$ cat src/design/moesif_pkg.sv
// Package for the MOESIF snooping coherence controller.
// Holds the line state and command codes and the default table depth.
// Has no dependencies; the controller top level imports it.
package moesif_pkg;

	localparam int DefLineSlots = 1024;

	localparam int CmdW   = 3;
	localparam int SlotInW = 10;
	localparam int AddrW  = 32;
	localparam int NodeW  = 4;
	localparam int StateW = 4;

	typedef enum logic [StateW-1:0] {
		ST_I  = 4'd0,
		ST_S  = 4'd1,
		ST_E  = 4'd2,
		ST_O  = 4'd3,
		ST_M  = 4'd4,
		ST_F  = 4'd5,
		ST_IM = 4'd6,
		ST_IS = 4'd7,
		ST_SM = 4'd8,
		ST_OM = 4'd9,
		ST_FM = 4'd10
	} line_state_t;

	typedef enum logic [CmdW-1:0] {
		CMD_LOAD  = 3'd0,
		CMD_STORE = 3'd1,
		CMD_GETS  = 3'd2,
		CMD_GETM  = 3'd3,
		CMD_DATA  = 3'd4
	} cmd_t;

endpackage

$ cat src/design/moesif_coherence_controller_unit.sv
// MOESIF snooping coherence controller: line state table and transition logic.
// Each event is registered with its table read, then its result is registered at the output;
// one event per cycle while results are taken and no clearing pass runs. The state memory
// has one read and one write port, read at transfer and written as the event moves on,
// with forwarding of the last write to a back-to-back event. After reset a clearing pass writes I
// to every entry, during which no event is taken.
module moesif_coherence_controller_unit #(
	parameter int LINE_SLOTS = moesif_pkg::DefLineSlots
) (
	input  logic                         clk,
	input  logic                         arst_n,
	input  logic                         in_valid,
	output logic                         in_ready,
	input  logic [moesif_pkg::CmdW-1:0]    command,
	input  logic [moesif_pkg::SlotInW-1:0] line_slot,
	input  logic [moesif_pkg::AddrW-1:0]   address,
	input  logic [moesif_pkg::NodeW-1:0]   requester_id,
	input  logic                         shared_seen,
	output logic                         out_valid,
	input  logic                         out_ready,
	output logic                         issue_gets,
	output logic                         issue_getm,
	output logic                         data_to_processor,
	output logic                         data_to_bus,
	output logic [moesif_pkg::NodeW-1:0]   bus_destination,
	output logic [moesif_pkg::AddrW-1:0]   address_out,
	output logic                         assert_shared,
	output logic                         miss_event,
	output logic                         silent_upgrade,
	output logic                         protocol_error,
	output logic [moesif_pkg::StateW-1:0]  next_line_state
);
	import moesif_pkg::*;

	localparam int SlotW = (LINE_SLOTS > 1) ? $clog2(LINE_SLOTS) : 1;
	localparam int Recip = (1 << 20) / LINE_SLOTS;

	logic [StateW-1:0] mem [LINE_SLOTS];

	logic              clear_q;
	logic [SlotW-1:0]  clr_idx_q;
	logic [SlotW-1:0]  slot_in;

	logic              valid_s1;
	logic [CmdW-1:0]   cmd_s1;
	logic [SlotW-1:0]  slot_s1;
	logic [AddrW-1:0]  addr_s1;
	logic [NodeW-1:0]  req_s1;
	logic              shared_s1;
	logic [StateW-1:0] rd_s1;

	logic              fwd_valid_q;
	logic [SlotW-1:0]  fwd_slot_q;
	logic [StateW-1:0] fwd_state_q;

	logic              accept;
	logic              adv;
	logic              mem_we;
	logic [SlotW-1:0]  mem_waddr;
	logic [StateW-1:0] mem_wdata;

	logic [StateW-1:0] raw_st;
	line_state_t       cur;
	line_state_t       nx;
	logic gets, getm, dproc, dbus, ashr, miss, silent, err;

	// Reduce the slot number modulo the table depth.
	generate
		if (LINE_SLOTS >= (1 << SlotInW)) begin : g_slot_direct
			assign slot_in = SlotW'(line_slot);
		end else begin : g_slot_mod
			logic [30:0] prod;
			logic [SlotInW-1:0] quo;
			logic [19:0] qm;
			logic [SlotInW-1:0] rem;
			logic [SlotInW-1:0] rem_fix;
			assign prod = 31'(line_slot) * 31'(Recip);
			assign quo = prod[29:20];
			assign qm = 20'(quo) * 20'(LINE_SLOTS);
			assign rem = SlotInW'(20'(line_slot) - qm);
			assign rem_fix = (rem >= SlotInW'(LINE_SLOTS)) ? rem - SlotInW'(LINE_SLOTS) : rem;
			assign slot_in = SlotW'(rem_fix);
		end
	endgenerate

	assign adv      = valid_s1 && (!out_valid || out_ready);
	assign in_ready = !clear_q && (!valid_s1 || adv);
	assign accept   = in_valid && in_ready;

	always_ff @(posedge clk or negedge arst_n) begin
		if (!arst_n) begin
			clear_q   <= 1'b1;
			clr_idx_q <= '0;
		end else if (clear_q) begin
			if (clr_idx_q == SlotW'(LINE_SLOTS - 1)) begin
				clear_q <= 1'b0;
			end
			clr_idx_q <= clr_idx_q + 1'b1;
		end
	end

	assign mem_we    = clear_q || adv;
	assign mem_waddr = clear_q ? clr_idx_q : slot_s1;
	assign mem_wdata = clear_q ? StateW'(ST_I) : StateW'(nx);

	always_ff @(posedge clk) begin
		if (mem_we) begin
			mem[mem_waddr] <= mem_wdata;
		end
		if (accept) begin
			rd_s1 <= mem[slot_in];
		end
	end

	always_ff @(posedge clk or negedge arst_n) begin
		if (!arst_n) begin
			valid_s1 <= 1'b0;
		end else if (accept) begin
			valid_s1 <= 1'b1;
		end else if (adv) begin
			valid_s1 <= 1'b0;
		end
	end

	always_ff @(posedge clk) begin
		if (accept) begin
			cmd_s1    <= command;
			slot_s1   <= slot_in;
			addr_s1   <= address;
			req_s1    <= requester_id;
			shared_s1 <= shared_seen;
		end
	end

	// The last write-back overrides a read of the same entry that it overtook.
	always_ff @(posedge clk or negedge arst_n) begin
		if (!arst_n) begin
			fwd_valid_q <= 1'b0;
		end else if (adv) begin
			fwd_valid_q <= 1'b1;
		end
	end

	always_ff @(posedge clk) begin
		if (adv) begin
			fwd_slot_q  <= slot_s1;
			fwd_state_q <= StateW'(nx);
		end
	end

	assign raw_st = (fwd_valid_q && fwd_slot_q == slot_s1) ? fwd_state_q : rd_s1;
	assign cur = (raw_st > StateW'(ST_FM)) ? ST_I : line_state_t'(raw_st);

	always_comb begin
		nx     = cur;
		gets   = 1'b0;
		getm   = 1'b0;
		dproc  = 1'b0;
		dbus   = 1'b0;
		ashr   = 1'b0;
		miss   = 1'b0;
		silent = 1'b0;
		err    = 1'b0;
		case (cmd_s1) inside
			CMD_LOAD, CMD_STORE: begin
				case (cur) inside
					ST_I: begin
						miss = 1'b1;
						if (cmd_s1 == CMD_STORE) begin
							getm = 1'b1;
							nx   = ST_IM;
						end else begin
							gets = 1'b1;
							nx   = ST_IS;
						end
					end
					ST_S, ST_O, ST_F: begin
						if (cmd_s1 == CMD_STORE) begin
							getm = 1'b1;
							nx   = (cur == ST_S) ? ST_SM : (cur == ST_O) ? ST_OM : ST_FM;
						end else begin
							dproc = 1'b1;
						end
					end
					ST_E: begin
						dproc = 1'b1;
						if (cmd_s1 == CMD_STORE) begin
							nx     = ST_M;
							silent = 1'b1;
						end
					end
					ST_M: dproc = 1'b1;
					default: err = 1'b1;
				endcase
			end
			CMD_GETS: begin
				case (cur) inside
					ST_S, ST_SM: ashr = 1'b1;
					ST_E: begin
						ashr = 1'b1;
						dbus = 1'b1;
						nx   = ST_F;
					end
					ST_M: begin
						ashr = 1'b1;
						dbus = 1'b1;
						nx   = ST_O;
					end
					ST_O, ST_F, ST_OM, ST_FM: begin
						ashr = 1'b1;
						dbus = 1'b1;
					end
					default: ;
				endcase
			end
			CMD_GETM: begin
				case (cur) inside
					ST_S: nx = ST_I;
					ST_SM: begin
						nx   = ST_IM;
						miss = 1'b1;
					end
					ST_E, ST_M, ST_O, ST_F: begin
						dbus = 1'b1;
						nx   = ST_I;
					end
					ST_OM, ST_FM: begin
						dbus = 1'b1;
						nx   = ST_IM;
						miss = 1'b1;
					end
					default: ;
				endcase
			end
			CMD_DATA: begin
				case (cur) inside
					ST_IM, ST_SM, ST_OM, ST_FM: begin
						dproc = 1'b1;
						nx    = ST_M;
					end
					ST_IS: begin
						dproc = 1'b1;
						nx    = shared_s1 ? ST_S : ST_E;
					end
					default: ;
				endcase
			end
			default: err = 1'b1;
		endcase
	end

	always_ff @(posedge clk or negedge arst_n) begin
		if (!arst_n) begin
			out_valid <= 1'b0;
		end else if (adv) begin
			out_valid <= 1'b1;
		end else if (out_ready) begin
			out_valid <= 1'b0;
		end
	end

	always_ff @(posedge clk) begin
		if (adv) begin
			issue_gets        <= gets;
			issue_getm        <= getm;
			data_to_processor <= dproc;
			data_to_bus       <= dbus;
			bus_destination   <= dbus ? req_s1 : '0;
			address_out       <= (gets || getm || dproc || dbus) ? addr_s1 : '0;
			assert_shared     <= ashr;
			miss_event        <= miss;
			silent_upgrade    <= silent;
			protocol_error    <= err;
			next_line_state   <= StateW'(nx);
		end
	end

	a_no_accept_while_clearing: assert property (@(posedge clk) disable iff (!arst_n)
		clear_q |-> !accept)
		else $error("event transfer during the clearing pass");

	a_result_from_stage: assert property (@(posedge clk) disable iff (!arst_n)
		$rose(out_valid) |-> $past(valid_s1))
		else $error("result appeared without an event in flight");

	a_error_quiet: assert property (@(posedge clk) disable iff (!arst_n)
		out_valid && protocol_error |->
			!(issue_gets || issue_getm || data_to_processor || data_to_bus || miss_event))
		else $error("protocol error result carries bus or processor activity");

	a_silent_to_m: assert property (@(posedge clk) disable iff (!arst_n)
		out_valid && silent_upgrade |-> next_line_state == StateW'(ST_M))
		else $error("silent upgrade did not end in M");

	a_dest_zero: assert property (@(posedge clk) disable iff (!arst_n)
		out_valid && !data_to_bus |-> bus_destination == '0)
		else $error("bus destination set without bus data");

endmodule

$ cat config.mk
export PLATFORM = sky130hd
export DESIGN_NAME = moesif_coherence_controller_unit
export DESIGN_NICKNAME = d
export VERILOG_FILES = /design/src/design/moesif_pkg.sv /design/src/design/moesif_coherence_controller_unit.sv
export SDC_FILE = /design/constraint.sdc
export NUM_CORES = 2
export LEC_CHECK = 0
export ABC_AREA = 1
export BUFFER_PORTS_ARGS = -buffer_cell sky130_fd_sc_hd__buf_2
export CAP_MARGIN = 10
export CORE_MARGIN = 2
export CORE_UTILIZATION = 30
export DETAILED_ROUTE_END_ITERATION = 7
export GPL_ROUTABILITY_DRIVEN = 1
export HOLD_SLACK_MARGIN = 0.06
export PLACE_DENSITY_LB_ADDON = 0.15
export SYNTH_ARGS = -nofsm -noshare
export SYNTH_HDL_FRONTEND = slang
export SYNTH_SLANG_ARGS = --single-unit
$ cat constraint.sdc
create_clock -name clk -period 49.5 [get_ports clk]
set_clock_uncertainty 0.2 [all_clocks]
set_input_delay 2.475 -clock clk [delete_from_list [all_inputs] [get_ports clk]]
set_output_delay 2.475 -clock clk [all_outputs]
set_load 0.03 [all_outputs]
; ---- Word level (Yosys, flattened, before mapping)
; Memory sizes are Yosys's and may differ from the RTL's. A register that Yosys moved wholly into a read port is not among the register bits.
; Index checks and enable logic that the tools add are counted.
[word_totals]
output_inout_bits = 50
regBits = 122
memories = 1
ramBits = 4096
input_bits = 54
wordCells = 148
[memory_table]
columns = name, depth, width, rd, rd_ports_with_merged_regs, write_ports, line_no
row1 = mem, 1024, 4, 1, 1, 1, moesif_coherence_controller_unit.sv:38  ; logic [StateW-1:0] mem [LINE_SLOTS];
[classes]
n_reduce_logical = 26
bitwise_logic = 3
mux = 78
addsub = 1
n_eq_ne = 16
order_cmp = 1
[ops]
columns = op, n
row1 = $mux W4, 21
row2 = $mux W1, 53
row3 = $eq A4 B3 Y1 const B, 4
row4 = $eq A4 B4 Y1 const B, 3
row5 = $reduce_or A4 Y1, 3
row6 = $add A10 B1 Y10 const B, 1
row7 = $eq A10 B10 Y1, 1
row8 = $eq A10 B10 Y1 const B, 1
row9 = $mux W10, 1
row10 = $eq A4 B2 Y1 const B, 2
row11 = $eq A3 B2 Y1 const B, 2
row12 = $logic_or A1 B1 Y1, 6
row13 = $mux W2, 3
row14 = $reduce_or A2 Y1, 3
row15 = $reduce_or A3 Y1, 2
row16 = $reduce_or A6 Y1, 1
row17 = $eq A4 B1 Y1 const B, 1
row18 = $gt A4 B4 Y1 const B, 1
row19 = $logic_and A1 B1 Y1, 4
row20 = $logic_not A4 Y1, 1
row21 = $reduce_bool A2 Y1, 2
row22 = $eq A3 B1 Y1 const B, 1
row23 = $eq A3 B3 Y1 const B, 1
row24 = $logic_not A1 Y1, 3
row25 = 2 further kinds, 4

; ---- Depth between registers and ports, before layout
[logic_depth]
word_depth = 15
ltp_mapped = 20
depth_no_buf = 19

; ---- Worst setup path after synthesis
; No wires, ideal clock.
[synth_timing]
kind = reg2reg
startpoint = register slot_s1[9]
endpoint = memory mem[0][1], data pin
setup_time_ns = 5.696
period_less_slack_ns = 34.810
n_path_buf = 0
stages_incl_launch_ff = 14
setup_slack_ns = 14.690
arrival_time_ns = 28.913
path_cell_list = edfxtp_1 a21oi_1 nand3_1 nor2_4 nand2_4 nand2_2 nand2_2 o211ai_1 inv_1 nand2_1 nand2_1 nand3_1 nand2_1 a21oi_1
[synth_via]
elab_chain_cells = 15
[synth_rtl]
columns = item, line_no
row1 = "start, declared", moesif_coherence_controller_unit.sv:46  ; logic [SlotW-1:0] slot_s1;
row2 = "start signal, assigned", moesif_coherence_controller_unit.sv:128  ; slot_s1 <= slot_in;
row3 = $eq A10 B10 Y1 (*), moesif_coherence_controller_unit.sv:151  ; assign raw_st = (fwd_valid_q && fwd_slot_q == slot_s1) ? fwd_state_q : rd_s1;
row4 = $logic_and A1 B1 Y1 (*), moesif_coherence_controller_unit.sv:151
row5 = $mux W4 (*), moesif_coherence_controller_unit.sv:151
row6 = $gt A4 B4 Y1, moesif_coherence_controller_unit.sv:152  ; assign cur = (raw_st > StateW'(ST_FM)) ? ST_I : line_state_t'(raw_st);
row7 = $mux W4 (*), moesif_coherence_controller_unit.sv:152
row8 = $eq A4 B4 Y1 (no line), -
row9 = $reduce_or A2 Y1, moesif_coherence_controller_unit.sv:217  ; case (cur) inside
row10 = $mux W4 (4 in a row), moesif_coherence_controller_unit.sv:217
row11 = $mux W4 (2 in a row), moesif_coherence_controller_unit.sv:164  ; case (cmd_s1) inside
row12 = $mux W4 (*), moesif_coherence_controller_unit.sv:164
row13 = $mux W4 (*), moesif_coherence_controller_unit.sv:104  ; assign mem_wdata = clear_q ? StateW'(ST_I) : StateW'(nx);
row14 = via mem_wdata[1], moesif_coherence_controller_unit.sv:60  ; logic [StateW-1:0] mem_wdata;
row15 = "end, declared", moesif_coherence_controller_unit.sv:38
; The timed path passes the listed nets; every way through them passes the cells marked *.

==> results_dict.tcl <==
set metrics [dict create \
    run_status "completed" \
    die_h_um 759 \
    vias_per_cell 5.17 \
    yosys-top-cells-area "edfxtp_1 (74%), nor2_1 (6.9%), o21ai_0 (6.0%), o22ai_1 (3.7%), nand3_1 (3.1%)" \
    die_area_um2 577000 \
    core_area_um2 569000 \
    min_delay_path_depth 1 \
    grt_antenna_before_repair 52 \
    cts_buffers 451 \
    irDropWorstVdd_uv 30.1 \
    syn_nets 14130 \
    grtUsageTotal_pct 19.2 \
    cts_setup_buffers 0 \
    io_pins 104 \
    drive_above_1_share_pct 7.70 \
    grt_pass1_wl_um 821000 \
    rows 277 \
    drt_iter0_drc 11546 \
    ant_nets 0 \
    finalNonFillerCells 21689 \
    syn-cell-area_um2 171000 \
    n_fill_cell 56268 \
    max_freq_ghz 0.110 \
    hold_buffers 0 \
    dr.pass1.iters 6 \
    ctsHtreeMaxLevel 5 \
    die_w_um 759 \
    syn_inst 14075 \
    portBuffers 103 \
    clk_path_buf_depth 4 \
    slew-limit-headroom_pct 18.9 \
    crit_type "in -> reg" \
    worstSkewPairLatency_ps 1050 \
    grt_pass1_vias 111861 \
    nets 13820 \
    worst_pin_slew_ps 1210 \
    timing_hold_violations_final 0 \
    dp.cells 20845 \
    avgRoutedWirePerCell_um 26.4 \
    critPathArrivalTime_ps 9790 \
    grt_max_degree 214 \
    ff2ff_setup_slack_ps 41720 \
    drv_cap 0 \
    critical_path_required_ps 50210 \
    drc 0 \
    powerDensity_nw_per_um2 42.2 \
    multiInputGateArea_um2 39400 \
    period_needed_ps 9080 \
    leakagePower_uw 0.0618 \
    start_util_pct 30.1 \
    final_area_um2 194000 \
    dp_hpwl_um 313000 \
    ys_seq_area_share_pct 74.0 \
    drv_slew 0 \
    cp_max_fo 173 \
    yosysWarnings 0 \
    dpl_cell_area_um2 179000 \
    worst_setup_path_start_kind "input pin" \
    worstRegToRegCells 20 \
    synth_top_area_share_pct 73.8 \
    cts_root_buffer "clkbuf_16" \
    dr_total_vias 112239 \
    synth_area_leader_cell "edfxtp_1" \
    grt-ovfl-total 0 \
    finalSetupViolations 0 \
    fin_setup_tns_ps 0 \
    drt_wl_total_um 573000 \
    synth.distinct_cells 41 \
    avgSynthCellArea_um2 12.2 \
    hold_path_class "reg -> reg" \
    ys_seq_elements 4222 \
    critPathCaptureType "flop" \
    tritoncts "built" \
    hold_ws_ps 271 \
    ctsResizeCount 0 \
    p_total_uw 8170 \
    cts_num_sinks 4222 \
    seq_area_um2 127000 \
    place_congestion 0.769 \
    clkTransAtPathRegs_ps 60 \
    period_share_pct 18.3 \
    syn2layout_area_growth_pct 13.1 \
    rsz0062_at_grt "no" \
]
## final cells by class
cell class / count / share of cell area (%)
sequential: 4222 / 65.4
multi-input combinational: 8593 / 20.3
clock buffer: 542 / 6.07
tap: 7533 / 4.87
clock inverter: 296 / 1.57
timing repair buffer: 341 / 1.36
inverter: 156 / 0.337
antenna: 6 / 0.00775
## per-stage QoR
stage,setup slack [ps],utilization [%]
after global placement,39490,31.4
final,40420,34.0
after CTS,40670,34.0
after detailed placement,39520,31.4
after floorplan,14690,-
after global routing,40090,34.0
## where the power goes
group          switching [µW]  internal (µW)  total [µW]
clock                    1480           1960        3440
combinational             525            113         638
sequential               4.86           4090        4090
## sequential cells by signal (all words and copies together), names as in the netlist, 4 cells and up
| signal | count |
|---|---|
| mem | 4096 |
| addr_s1 | 32 |
| address_out | 32 |
| clr_idx_q | 10 |
| fwd_slot_q | 10 |
| slot_s1 | 10 |
| bus_destination | 4 |
| next_line_state | 4 |
| rd_s1 | 4 |
| req_s1 | 4 |
## Yosys cell counts
cell type and instances:
nor2_1 3144, edfxtp_1 4208, nand3_2 3, buf_6 13, nand2_1 1213, o31ai_1 1, dfstp_2 1, inv_1 147
o21ai_1 1, o21ai_4 1, a31oi_1 1, nand3_4 1, o22ai_1 1017, o41ai_1 1, buf_1 120, nand3b_1 4
and3_1 1, a21oi_1 13, inv_2 8, buf_8 1, nand2_4 3, o211ai_1 2, xnor2_1 2, o21ai_2 1
inv_6 1, ha_1 1, nand3_1 1059, clkbuf_1 673, o21ai_0 2060, clkbuf_2 3, dfrtp_1 13, or2_2 3
nand4_1 10, nand2_2 7, nor2_4 2, and2_1 1, buf_4 88, nor2_2 17, buf_2 206, xor2_1 8
nor3_1 16
## worst paths after layout
kind,start,endpoint
max,line_slot[0],rd_s1[3]$_DFFE_PP_
min,clr_idx_q[9]$_DFFE_PN0P_,clear_q$_DFF_PN1_
max reg2reg,slot_s1[6]$_DFFE_PP_,mem[900][3]$_DFFE_PP_
min reg2reg,clr_idx_q[9]$_DFFE_PN0P_,clear_q$_DFF_PN1_
max in group asynchronous,arst_n,clr_idx_q[4]$_DFFE_PN0P_
min in group asynchronous,arst_n,clr_idx_q[2]$_DFFE_PN0P_
## cells by family (layout without fill, tap and decap cells)
logic type | count (synthesis) | in the layout | share of synthesized area, %
buf+inv | 1260 | 1335 | 3.18
xor+xnor | 10 | 10 | 0.0512
simple gates | 5484 | 5484 | 12.9
compound gates | 3098 | 3098 | 9.82
other cells | 0 | 6 | 0
fa+ha+maj | 1 | 1 | 0.00731
flops | 4222 | 4222 | 74.0
## cell usage in the layout (no fill, tap or decap), types with 20 or more instances in the layout
cell        netlist  routed
clkinv_1          0      99
o22ai_1        1017    1017
bufinv_16         0      51
buf_4            88     217
nand2_1        1213    1191
nand3_1        1059    1044
clkbuf_16         0     457
buf_2           206      97
buf_12            0      22
nand2_4           3      22
inv_1           147     142
clkinv_2          0      97
nor2_1         3144    3141
clkinvlp_4        0      20
edfxtp_1       4208    4208
o21ai_0        2060    2060
clkbuf_1        673      85
## metal layers
metal	vias up	global-route usage [%]	routed length, µm
li1	50540	-	-
met1	57553	27.5	262000
met2	3472	30.8	263000
met3	672	2.53	33200
met4	2	4.81	14800
met5	-	0	13
## worst max-delay path, cell delays in order
cell       delay [ps]
buf_12            160
clkinv_16         280
buf_4             950
buf_4             880
buf_4             820
buf_4             880
buf_4             800
o21ai_0           180
o22ai_1           210
nand2_1            90
nand3_1           110
nand3_1           150
nand3_1           240
nand3_1           100
nand3_1           160
nand3_1            90
nand2_1           270
nand2_1           140
nand2_1            80
Note: power is estimated with default switching activity, not from simulation.
